--- src/design/deq_pkg.sv ---
`default_nettype none

package deq_pkg;

    localparam int DEPTH  = 64;
    localparam int IDX_W  = (DEPTH > 1) ? $clog2(DEPTH) : 1;
    localparam int CNT_W  = $clog2(DEPTH + 1);
    localparam int OP_W   = 3;
    localparam int VAL_W  = 32;
    localparam int ST_W   = 2;

    // command queue between front and back
    localparam int QDEPTH = 2;
    localparam int QIDX_W = (QDEPTH > 1) ? $clog2(QDEPTH) : 1;
    localparam int QCNT_W = $clog2(QDEPTH + 1);

    typedef enum logic [OP_W-1:0] {
        OP_PUSH_FRONT = 3'd0,
        OP_PUSH_BACK  = 3'd1,
        OP_POP_FRONT  = 3'd2,
        OP_POP_BACK   = 3'd3,
        OP_LIST       = 3'd4
    } t_op;

    typedef enum logic [ST_W-1:0] {
        ST_OK    = 2'd0,
        ST_EMPTY = 2'd1,
        ST_FULL  = 2'd2
    } t_status;

    typedef struct packed {
        t_op                     op;
        logic signed [VAL_W-1:0] value;
    } t_cmd;

    // base + off modulo DEPTH, base below DEPTH, off at most DEPTH
    function automatic logic [IDX_W-1:0] ring_add(input logic [IDX_W-1:0] base,
                                                  input logic [CNT_W-1:0] off);
        logic [CNT_W:0] s;
        s = (CNT_W+1)'(base) + (CNT_W+1)'(off);
        if (s >= (CNT_W+1)'(DEPTH)) begin
            s = s - (CNT_W+1)'(DEPTH);
        end
        return s[IDX_W-1:0];
    endfunction

endpackage

`default_nettype wire

--- src/design/deq_ifs.sv ---
`default_nettype none

interface deq_cmd_if
    import deq_pkg::*;
();
    logic                    valid;
    logic                    ready;
    logic [OP_W-1:0]         op;
    logic signed [VAL_W-1:0] value;

    modport source (output valid, op, value, input ready);
    modport sink   (input valid, op, value, output ready);
endinterface

interface deq_rsp_if
    import deq_pkg::*;
();
    logic                    valid;
    logic                    ready;
    logic [ST_W-1:0]         status;
    logic signed [VAL_W-1:0] entry;
    logic                    last;

    modport source (output valid, status, entry, last, input ready);
    modport sink   (input valid, status, entry, last, output ready);
endinterface

`default_nettype wire

--- src/design/deq_front.sv ---
`default_nettype none

module deq_front
    import deq_pkg::*;
(
    deq_cmd_if.sink  i_cmd,
    output logic     o_q_valid,
    input  wire      i_q_ready,
    output t_cmd     o_q_cmd
);

    logic legal;

    // unused op codes are taken and dropped here, they cause no result
    always_comb begin
        legal          = (i_cmd.op <= OP_W'(OP_LIST));
        o_q_cmd.op     = t_op'(i_cmd.op);
        o_q_cmd.value  = i_cmd.value;
        o_q_valid      = i_cmd.valid && legal;
        i_cmd.ready    = i_q_ready || !legal;
    end

endmodule

`default_nettype wire

--- src/design/deq_cmdq.sv ---
`default_nettype none

module deq_cmdq
    import deq_pkg::*;
(
    input  wire   i_clk,
    input  wire   i_rst_n,
    input  wire   i_push_valid,
    output logic  o_push_ready,
    input  t_cmd  i_push_cmd,
    output logic  o_pop_valid,
    input  wire   i_pop_ready,
    output t_cmd  o_pop_cmd
);

    t_cmd              r_slot [QDEPTH];
    logic [QIDX_W-1:0] r_wr_ptr;
    logic [QIDX_W-1:0] r_rd_ptr;
    logic [QCNT_W-1:0] r_cnt;
    logic              push;
    logic              pop;

    assign o_push_ready = (r_cnt != QCNT_W'(QDEPTH));
    assign o_pop_valid  = (r_cnt != '0);
    assign o_pop_cmd    = r_slot[r_rd_ptr];
    assign push         = i_push_valid && o_push_ready;
    assign pop          = o_pop_valid && i_pop_ready;

    always_ff @(posedge i_clk) begin
        if (!i_rst_n) begin
            r_wr_ptr <= '0;
            r_rd_ptr <= '0;
            r_cnt    <= '0;
        end else begin
            if (push) begin
                r_wr_ptr <= (r_wr_ptr == QIDX_W'(QDEPTH - 1)) ? '0 : r_wr_ptr + QIDX_W'(1);
            end
            if (pop) begin
                r_rd_ptr <= (r_rd_ptr == QIDX_W'(QDEPTH - 1)) ? '0 : r_rd_ptr + QIDX_W'(1);
            end
            if (push && !pop) begin
                r_cnt <= r_cnt + QCNT_W'(1);
            end else if (pop && !push) begin
                r_cnt <= r_cnt - QCNT_W'(1);
            end
        end
    end

    always_ff @(posedge i_clk) begin
        if (push) begin
            r_slot[r_wr_ptr] <= i_push_cmd;
        end
    end

endmodule

`default_nettype wire

--- src/design/deq_back.sv ---
`default_nettype none

module deq_back
    import deq_pkg::*;
(
    input  wire        i_clk,
    input  wire        i_rst_n,
    input  wire        i_cmd_valid,
    output logic       o_cmd_ready,
    input  t_cmd       i_cmd,
    deq_rsp_if.source  o_rsp
);

    typedef enum logic {
        S_EXEC,
        S_LIST
    } t_state;

    t_state                  r_state, n_state;
    logic [IDX_W-1:0]        r_front, n_front;
    logic [CNT_W-1:0]        r_count, n_count;
    logic [IDX_W-1:0]        r_k, n_k;
    logic                    r_out_valid, n_out_valid;
    t_status                 r_out_status, n_out_status;
    logic signed [VAL_W-1:0] r_out_entry, n_out_entry;
    logic                    r_out_last, n_out_last;

    logic [VAL_W-1:0]        r_store [DEPTH];
    logic signed [VAL_W-1:0] r_rd_data;

    logic                    can_load;
    logic                    take;
    logic                    full;
    logic                    empty;
    logic                    list_end;
    logic                    wr_en;
    logic [IDX_W-1:0]        wr_addr;
    logic                    rd_en;
    logic [IDX_W-1:0]        rd_addr;
    logic [IDX_W-1:0]        front_dec;

    assign can_load    = !r_out_valid || o_rsp.ready;
    assign o_cmd_ready = (r_state == S_EXEC) && can_load;
    assign take        = i_cmd_valid && o_cmd_ready;
    assign full        = (r_count == CNT_W'(DEPTH));
    assign empty       = (r_count == '0);
    assign list_end    = (CNT_W'(r_k) + CNT_W'(1) == r_count);
    assign front_dec   = (r_front == '0) ? IDX_W'(DEPTH - 1) : r_front - IDX_W'(1);

    always_comb begin
        n_state      = r_state;
        n_front      = r_front;
        n_count      = r_count;
        n_k          = r_k;
        n_out_valid  = r_out_valid && !o_rsp.ready;
        n_out_status = r_out_status;
        n_out_entry  = r_out_entry;
        n_out_last   = r_out_last;
        wr_en        = 1'b0;
        wr_addr      = front_dec;
        rd_en        = 1'b0;
        rd_addr      = r_front;

        case (r_state)
            S_EXEC: begin
                if (take) begin
                    n_out_valid  = 1'b1;
                    n_out_status = ST_OK;
                    n_out_entry  = '0;
                    n_out_last   = 1'b1;
                    case (i_cmd.op)
                        OP_PUSH_FRONT: begin
                            if (full) begin
                                n_out_status = ST_FULL;
                            end else begin
                                wr_en   = 1'b1;
                                wr_addr = front_dec;
                                n_front = front_dec;
                                n_count = r_count + CNT_W'(1);
                            end
                        end
                        OP_PUSH_BACK: begin
                            if (full) begin
                                n_out_status = ST_FULL;
                            end else begin
                                wr_en   = 1'b1;
                                wr_addr = ring_add(r_front, r_count);
                                n_count = r_count + CNT_W'(1);
                            end
                        end
                        OP_POP_FRONT: begin
                            if (empty) begin
                                n_out_status = ST_EMPTY;
                            end else begin
                                n_front = ring_add(r_front, CNT_W'(1));
                                n_count = r_count - CNT_W'(1);
                            end
                        end
                        OP_POP_BACK: begin
                            if (empty) begin
                                n_out_status = ST_EMPTY;
                            end else begin
                                n_count = r_count - CNT_W'(1);
                            end
                        end
                        OP_LIST: begin
                            if (empty) begin
                                n_out_status = ST_EMPTY;
                            end else begin
                                // first read goes out now, results follow from S_LIST
                                n_out_valid = r_out_valid && !o_rsp.ready;
                                rd_en       = 1'b1;
                                rd_addr     = r_front;
                                n_k         = '0;
                                n_state     = S_LIST;
                            end
                        end
                        default: begin
                            n_out_valid = r_out_valid && !o_rsp.ready;
                        end
                    endcase
                end
            end
            S_LIST: begin
                // r_rd_data holds entry k until it is loaded into the output register
                if (can_load) begin
                    n_out_valid  = 1'b1;
                    n_out_status = ST_OK;
                    n_out_entry  = r_rd_data;
                    n_out_last   = list_end;
                    if (list_end) begin
                        n_state = S_EXEC;
                    end else begin
                        n_k     = r_k + IDX_W'(1);
                        rd_en   = 1'b1;
                        rd_addr = ring_add(r_front, CNT_W'(r_k) + CNT_W'(1));
                    end
                end
            end
            default: begin
                n_state = S_EXEC;
            end
        endcase
    end

    always_ff @(posedge i_clk) begin
        if (!i_rst_n) begin
            r_state     <= S_EXEC;
            r_front     <= '0;
            r_count     <= '0;
            r_k         <= '0;
            r_out_valid <= 1'b0;
        end else begin
            r_state     <= n_state;
            r_front     <= n_front;
            r_count     <= n_count;
            r_k         <= n_k;
            r_out_valid <= n_out_valid;
        end
        r_out_status <= n_out_status;
        r_out_entry  <= n_out_entry;
        r_out_last   <= n_out_last;
    end

    always_ff @(posedge i_clk) begin
        if (wr_en) begin
            r_store[wr_addr] <= i_cmd.value;
        end
        if (rd_en) begin
            r_rd_data <= r_store[rd_addr];
        end
    end

    assign o_rsp.valid  = r_out_valid;
    assign o_rsp.status = r_out_status;
    assign o_rsp.entry  = r_out_entry;
    assign o_rsp.last   = r_out_last;

`ifndef SYNTH
    a_count_bound: assert property (@(posedge i_clk) disable iff (!i_rst_n)
        r_count <= CNT_W'(DEPTH))
        else $error("entry count above depth");

    a_list_index: assert property (@(posedge i_clk) disable iff (!i_rst_n)
        (r_state == S_LIST) |-> (CNT_W'(r_k) < r_count))
        else $error("listing index beyond held entries");

    a_push_count: assert property (@(posedge i_clk) disable iff (!i_rst_n)
        (take && i_cmd.op == OP_PUSH_BACK && !full) |=>
            (r_count == $past(r_count) + CNT_W'(1)))
        else $error("push back did not grow the queue");

    a_status_last: assert property (@(posedge i_clk) disable iff (!i_rst_n)
        (r_out_valid && r_out_status != ST_OK) |-> r_out_last)
        else $error("failure status without last");
`endif

endmodule

`default_nettype wire

--- src/design/double_ended_queue.sv ---
// Push and pop: the command is stored in the command queue, then its result is registered,
// one such operation per cycle when the result side keeps up and no listing runs.
// Listing of n entries: n results, one per cycle when the result side keeps up,
// after a first read, paced by the single registered read port of the entry store.
// Reset is synchronous, active low: clears front index, count and command
// queue; the entry store is not cleared and needs no clearing pass.
`default_nettype none

module double_ended_queue
    import deq_pkg::*;
(
    input  wire        i_clk,
    input  wire        i_rst_n,
    deq_cmd_if.sink    i_cmd,
    deq_rsp_if.source  o_rsp
);

    logic q_in_valid;
    logic q_in_ready;
    t_cmd q_in_cmd;
    logic q_out_valid;
    logic q_out_ready;
    t_cmd q_out_cmd;

    deq_front u_front (
        .i_cmd     (i_cmd),
        .o_q_valid (q_in_valid),
        .i_q_ready (q_in_ready),
        .o_q_cmd   (q_in_cmd)
    );

    deq_cmdq u_cmdq (
        .i_clk        (i_clk),
        .i_rst_n      (i_rst_n),
        .i_push_valid (q_in_valid),
        .o_push_ready (q_in_ready),
        .i_push_cmd   (q_in_cmd),
        .o_pop_valid  (q_out_valid),
        .i_pop_ready  (q_out_ready),
        .o_pop_cmd    (q_out_cmd)
    );

    deq_back u_back (
        .i_clk       (i_clk),
        .i_rst_n     (i_rst_n),
        .i_cmd_valid (q_out_valid),
        .o_cmd_ready (q_out_ready),
        .i_cmd       (q_out_cmd),
        .o_rsp       (o_rsp)
    );

endmodule

`default_nettype wire
--- src/flat_wrapper.sv ---
// flat-port wrapper written by rule: the top's interface ports become plain ports
module double_ended_queue_flat import deq_pkg::*;
  (i_clk, i_rst_n, i_cmd_valid, i_cmd_op, i_cmd_value, i_cmd_ready, o_rsp_valid, o_rsp_status, o_rsp_entry, o_rsp_last, o_rsp_ready);
  deq_cmd_if i_cmd_i ();
  deq_rsp_if o_rsp_i ();
  input  wire i_clk;
  input  wire i_rst_n;
  input wire logic [$bits(i_cmd_i.valid)-1:0] i_cmd_valid;
  input wire logic [$bits(i_cmd_i.op)-1:0] i_cmd_op;
  input wire logic [$bits(i_cmd_i.value)-1:0] i_cmd_value;
  output wire logic [$bits(i_cmd_i.ready)-1:0] i_cmd_ready;
  output wire logic [$bits(o_rsp_i.valid)-1:0] o_rsp_valid;
  output wire logic [$bits(o_rsp_i.status)-1:0] o_rsp_status;
  output wire logic [$bits(o_rsp_i.entry)-1:0] o_rsp_entry;
  output wire logic [$bits(o_rsp_i.last)-1:0] o_rsp_last;
  input wire logic [$bits(o_rsp_i.ready)-1:0] o_rsp_ready;
  assign i_cmd_i.valid = i_cmd_valid;
  assign i_cmd_i.op = i_cmd_op;
  assign i_cmd_i.value = i_cmd_value;
  assign i_cmd_ready = i_cmd_i.ready;
  assign o_rsp_valid = o_rsp_i.valid;
  assign o_rsp_status = o_rsp_i.status;
  assign o_rsp_entry = o_rsp_i.entry;
  assign o_rsp_last = o_rsp_i.last;
  assign o_rsp_i.ready = o_rsp_ready;
  double_ended_queue u_core (.i_clk(i_clk), .i_rst_n(i_rst_n), .i_cmd(i_cmd_i), .o_rsp(o_rsp_i));
endmodule
--- config.mk ---
export PLATFORM = sky130hd
export DESIGN_NAME = double_ended_queue_flat
export DESIGN_NICKNAME = d
export VERILOG_FILES = /design/src/design/deq_pkg.sv /design/src/design/deq_ifs.sv /design/src/design/deq_front.sv /design/src/design/deq_cmdq.sv /design/src/design/deq_back.sv /design/src/design/double_ended_queue.sv /design/src/flat_wrapper.sv
export SDC_FILE = /design/constraint.sdc
export NUM_CORES = 2
export LEC_CHECK = 0
export BUFFER_PORTS_ARGS = -buffer_cell sky130_fd_sc_hd__buf_4
export CAP_MARGIN = 20
export CORE_MARGIN = 10
export CORE_UTILIZATION = 40
export DETAILED_ROUTE_END_ITERATION = 16
export SLEW_MARGIN = 20
export SYNTH_ARGS = -nofsm -noshare
export SYNTH_HDL_FRONTEND = slang
export SYNTH_SLANG_ARGS = --single-unit
--- constraint.sdc ---
create_clock -name i_clk -period 5.2 [get_ports i_clk]
set_input_delay 1.3 -clock i_clk [delete_from_list [all_inputs] [get_ports i_clk]]
set_output_delay 1.3 -clock i_clk [all_outputs]
set_load 0.1 [all_outputs]
==> metrics <==
status=complete, no violations; switching share of power=32.3%; Remaining DRCs=0; max_cap viols=0; reg-to-reg slack, setup=230 ps; Die Y=492 um; CP cell instances=ha_1 > xnor2_1 > o311ai_0 > a21oi_1 > nand3_1 > o211ai_1 > a21boi_4 > buf_12 > buf_12 > buf_4 > and3_1 > a311oi_1 > o41ai_1 > a211oi_1; Critical Path Most Common Cell=buf_12; CP arrival=5520 ps; Least-Margin Pin Slew=1100 ps; Die W=492 um; port buffer count=75; Global Route met1 Usage=29.3%; Post-Syn Area=89,000 um2; GRT Overall Usage=20.7%; CTS tree=done; NetSw=0.0164 W; number of fill cells in the layout=19,152; crit path time final=4970 ps; Detailed Route WL=260,000 um; Global Route met2 Usage=32.4%; Worst R2R Path Depth=14; Worst-Skew Late Latency=870 ps; kind of critical path=reg2reg; initial antenna violation count=9; DR pass1 iterations=7; synthesized area per cell=15.4 um2; launch point of the critical path=u_core.u_back.r_k[0]; number of library cell types mapped by synthesis=65; Combinational Power Share=26.8%; number of synthesized flops with an enable pin=2,185; clock-pin transition on the worst setup and hold timing paths=60 ps; Yosys warning count=0; R2R Path Start=u_core.u_back.r_k[0]; Area contributors post-synth=edfxtp_1, mux2i_1, nand2_1, mux2_2, nand3_1; final instance area=103,000 um2; GP Congestion=0.855; most common cell after layout, fill and taps aside=edfxtp_1; CP endpoint=u_core.u_back.r_rd_data[8]; first-pass GRT wire length=371,000 um; Placed Area=96,200 um2; top-area cell type share of the netlist area=73.8%; Final Max Tran Viols=0; detailed placer's ending HPWL=152,000 um; area leader, netlist=edfxtp_1; vias per std cell=5.69; worst vdd ir=415 uV; Lkg Pwr=37.9 nW; Avg WL per Cell=28.0 um; clock skew=31.2 ps; clk buf depth=3; layout cells sized above 1=16.4%; met3 Usage GRT=3.93%; post-route antenna net violation count=0; fin nets=6,169; Synth Register Bits=2,211; initial DRC count=6,959; initial core utilization=40.1%; Crit path required time=5750 ps; area of the multi-input gates=21,700 um2; sequential share of power=43.0%; largest net degree at the start of global routing=97; r2r endpoint=u_core.u_back.r_rd_data[8]; Synth Flop Type=edfxtp_1; area delta synth->final=16.0%; syn_nets=5,854; CP startpoint kind=register; RSZ-0062 raised after global routing=false; relative slew slack=26.3%; period utilisation layout=95.5%; Clock Power Share=30.1%; H-tree depth=4; I/O Pins=76; Die ar.=242,000 um2; max incr delay on CP=960 ps; CTS buffer count=221; pwr dens=493 nW/um2; Via Count=52,733; total power draw=0.0508 W; number of global-route vias before repair=50,557; fraction of registers with async set/reset=0%; slowest CP cell=o41ai_1; fmax=0.201 GHz; Crit Path Max Fanout=44; # rows=173; Placeable Area=222,000 um2; Sink Count=2,211; Most Used Layer, Global Route=met2; commonest cells after routing, fill and taps aside=edfxtp_1, nand2_1, mux2i_1; Seq/Total Area, Yosys=74.3%; type of the worst min-delay path=reg2reg; Clock Root Buffer=clkbuf_16; Setup crit end kind=register; # hold bufs at CTS=0; grt ovf=0; final hold violations=0; Sequential cell area=66,100 um2; Pint=0.0344 W; Post-Syn Instances=5,792; Setup Viol. Count Final=0
-- power groups by stage --
stage          Sequential [W]  Combinational [W]  Clock [W]
2_1_floorplan          0.0229            0.00728          0
3_3_place_gp           0.0222             0.0133          0
3_5_place_dp           0.0222             0.0135          0
4_1_cts                0.0219             0.0136     0.0155
5_1_grt                0.0219             0.0144     0.0162
6_report               0.0219             0.0136     0.0153
-- registers in the layout (all words and copies together), names as in the netlist, 2 cells and up, named ones only --
name,flops
u_core.u_back.r_count,7
u_core.u_back.r_store,2048
u_core.u_cmdq.r_slot,70
u_core.u_back.r_k,6
u_core.u_back.r_rd_data,32
u_core.u_back.o_rsp.status,2
u_core.u_cmdq.r_cnt,2
u_core.u_back.o_rsp.entry,32
u_core.u_back.r_front,6
-- synth_stat cells (9+ instances only) --
| library cell | n |
|---|---|
| xor2_1 | 12 |
| mux2_2 | 177 |
| nor3_1 | 9 |
| a221oi_1 | 16 |
| a211oi_1 | 66 |
| clkbuf_1 | 142 |
| buf_2 | 162 |
| o31ai_1 | 10 |
| mux2i_1 | 644 |
| o31a_1 | 22 |
| a21oi_1 | 60 |
| o211a_1 | 24 |
| nand2_1 | 1056 |
| edfxtp_1 | 2185 |
| and2_1 | 35 |
| a2111oi_0 | 23 |
| o41ai_1 | 9 |
| dfxtp_1 | 26 |
| a222oi_1 | 29 |
| nor2_1 | 112 |
| a31oi_1 | 90 |
| o211ai_1 | 61 |
| o21ai_0 | 15 |
| inv_1 | 21 |
| buf_1 | 15 |
| nand3_1 | 388 |
| buf_4 | 45 |
| a311oi_1 | 76 |
| nand4_1 | 12 |
| ha_1 | 20 |
| and3_1 | 103 |
| xnor2_1 | 24 |
| a311o_1 | 16 |
-- worst min path at each step --
stage                           startpoint  cells past startpoint                   end  slack (ps)
floorplan           u_core.u_cmdq.r_rd_ptr                      2              register         470
global placement      u_core.u_back.r_k[1]                      2  u_core.u_back.r_k[1]         490
detailed placement    u_core.u_back.r_k[1]                      2  u_core.u_back.r_k[1]         500
CTS                   u_core.u_back.r_k[1]                      2  u_core.u_back.r_k[1]         510
global route          u_core.u_back.r_k[1]                      2  u_core.u_back.r_k[1]         530
finish                u_core.u_back.r_k[1]                      2  u_core.u_back.r_k[1]         510
-- stage by stage --
step	setup slack [ps]	hold slack, ps	util (%)	cells	TNS, ps
after global placement	-438	493	43.4	8852	-1680
after detailed placement	-361	496	43.4	8854	-416
after CTS	197	506	46.5	9268	0
after floorplan	187	472	-	5792	0
after global routing	59.7	534	46.5	9272	0
final	234	510	46.5	9274	0
-- cell type report --
type / instances / area share (%)
Sequential cell: 2211 / 64.1
Multi-Input combinational cell: 3195 / 21.0
Clock buffer: 288 / 5.69
Timing Repair Buffer: 456 / 4.49
Tap cell: 2975 / 3.61
Clock inverter: 123 / 0.974
Inverter: 22 / 0.0800
Antenna cell: 4 / 0.00970
-- logic make-up after synthesis --
logic type	count (synthesis)	synth area share, %
simple gates	1746	8.45
flops	2211	74.3
fa+ha+maj	23	0.349
buf+inv	386	2.05
xor+xnor	36	0.354
compound gates	558	4.79
mux	832	9.66
-- layer usage --
| layer | share of wire [%] | vias to the layer above | wire length, um |
|---|---|---|---|
| li1 | - | 22820 | - |
| met4 | 3.0 | 2 | 7850 |
| met5 | 0.0050 | - | 13 |
| met1 | 42 | 26936 | 108000 |
| met3 | 9.2 | 414 | 23800 |
| met2 | 46 | 2561 | 120000 |
-- critical path, delay by kind of cell, from the launching register on --
kind | cells | cell delay, ps
compound gates | 7 | 2450
xor+xnor | 1 | 160
fa+ha+maj | 1 | 370
buf+inv | 3 | 700
flops | 1 | 350
simple gates | 2 | 540
-- what timing repair did --
action / 4_1_cts / 5_1_grt
gates cloned: 0 / 0
setup buffers: 3 / 0
pin swaps: 0 / 1
setup endpoints to repair: 2 / 4
resized for setup: 1 / 3
(Power assumes the default switching activity.)
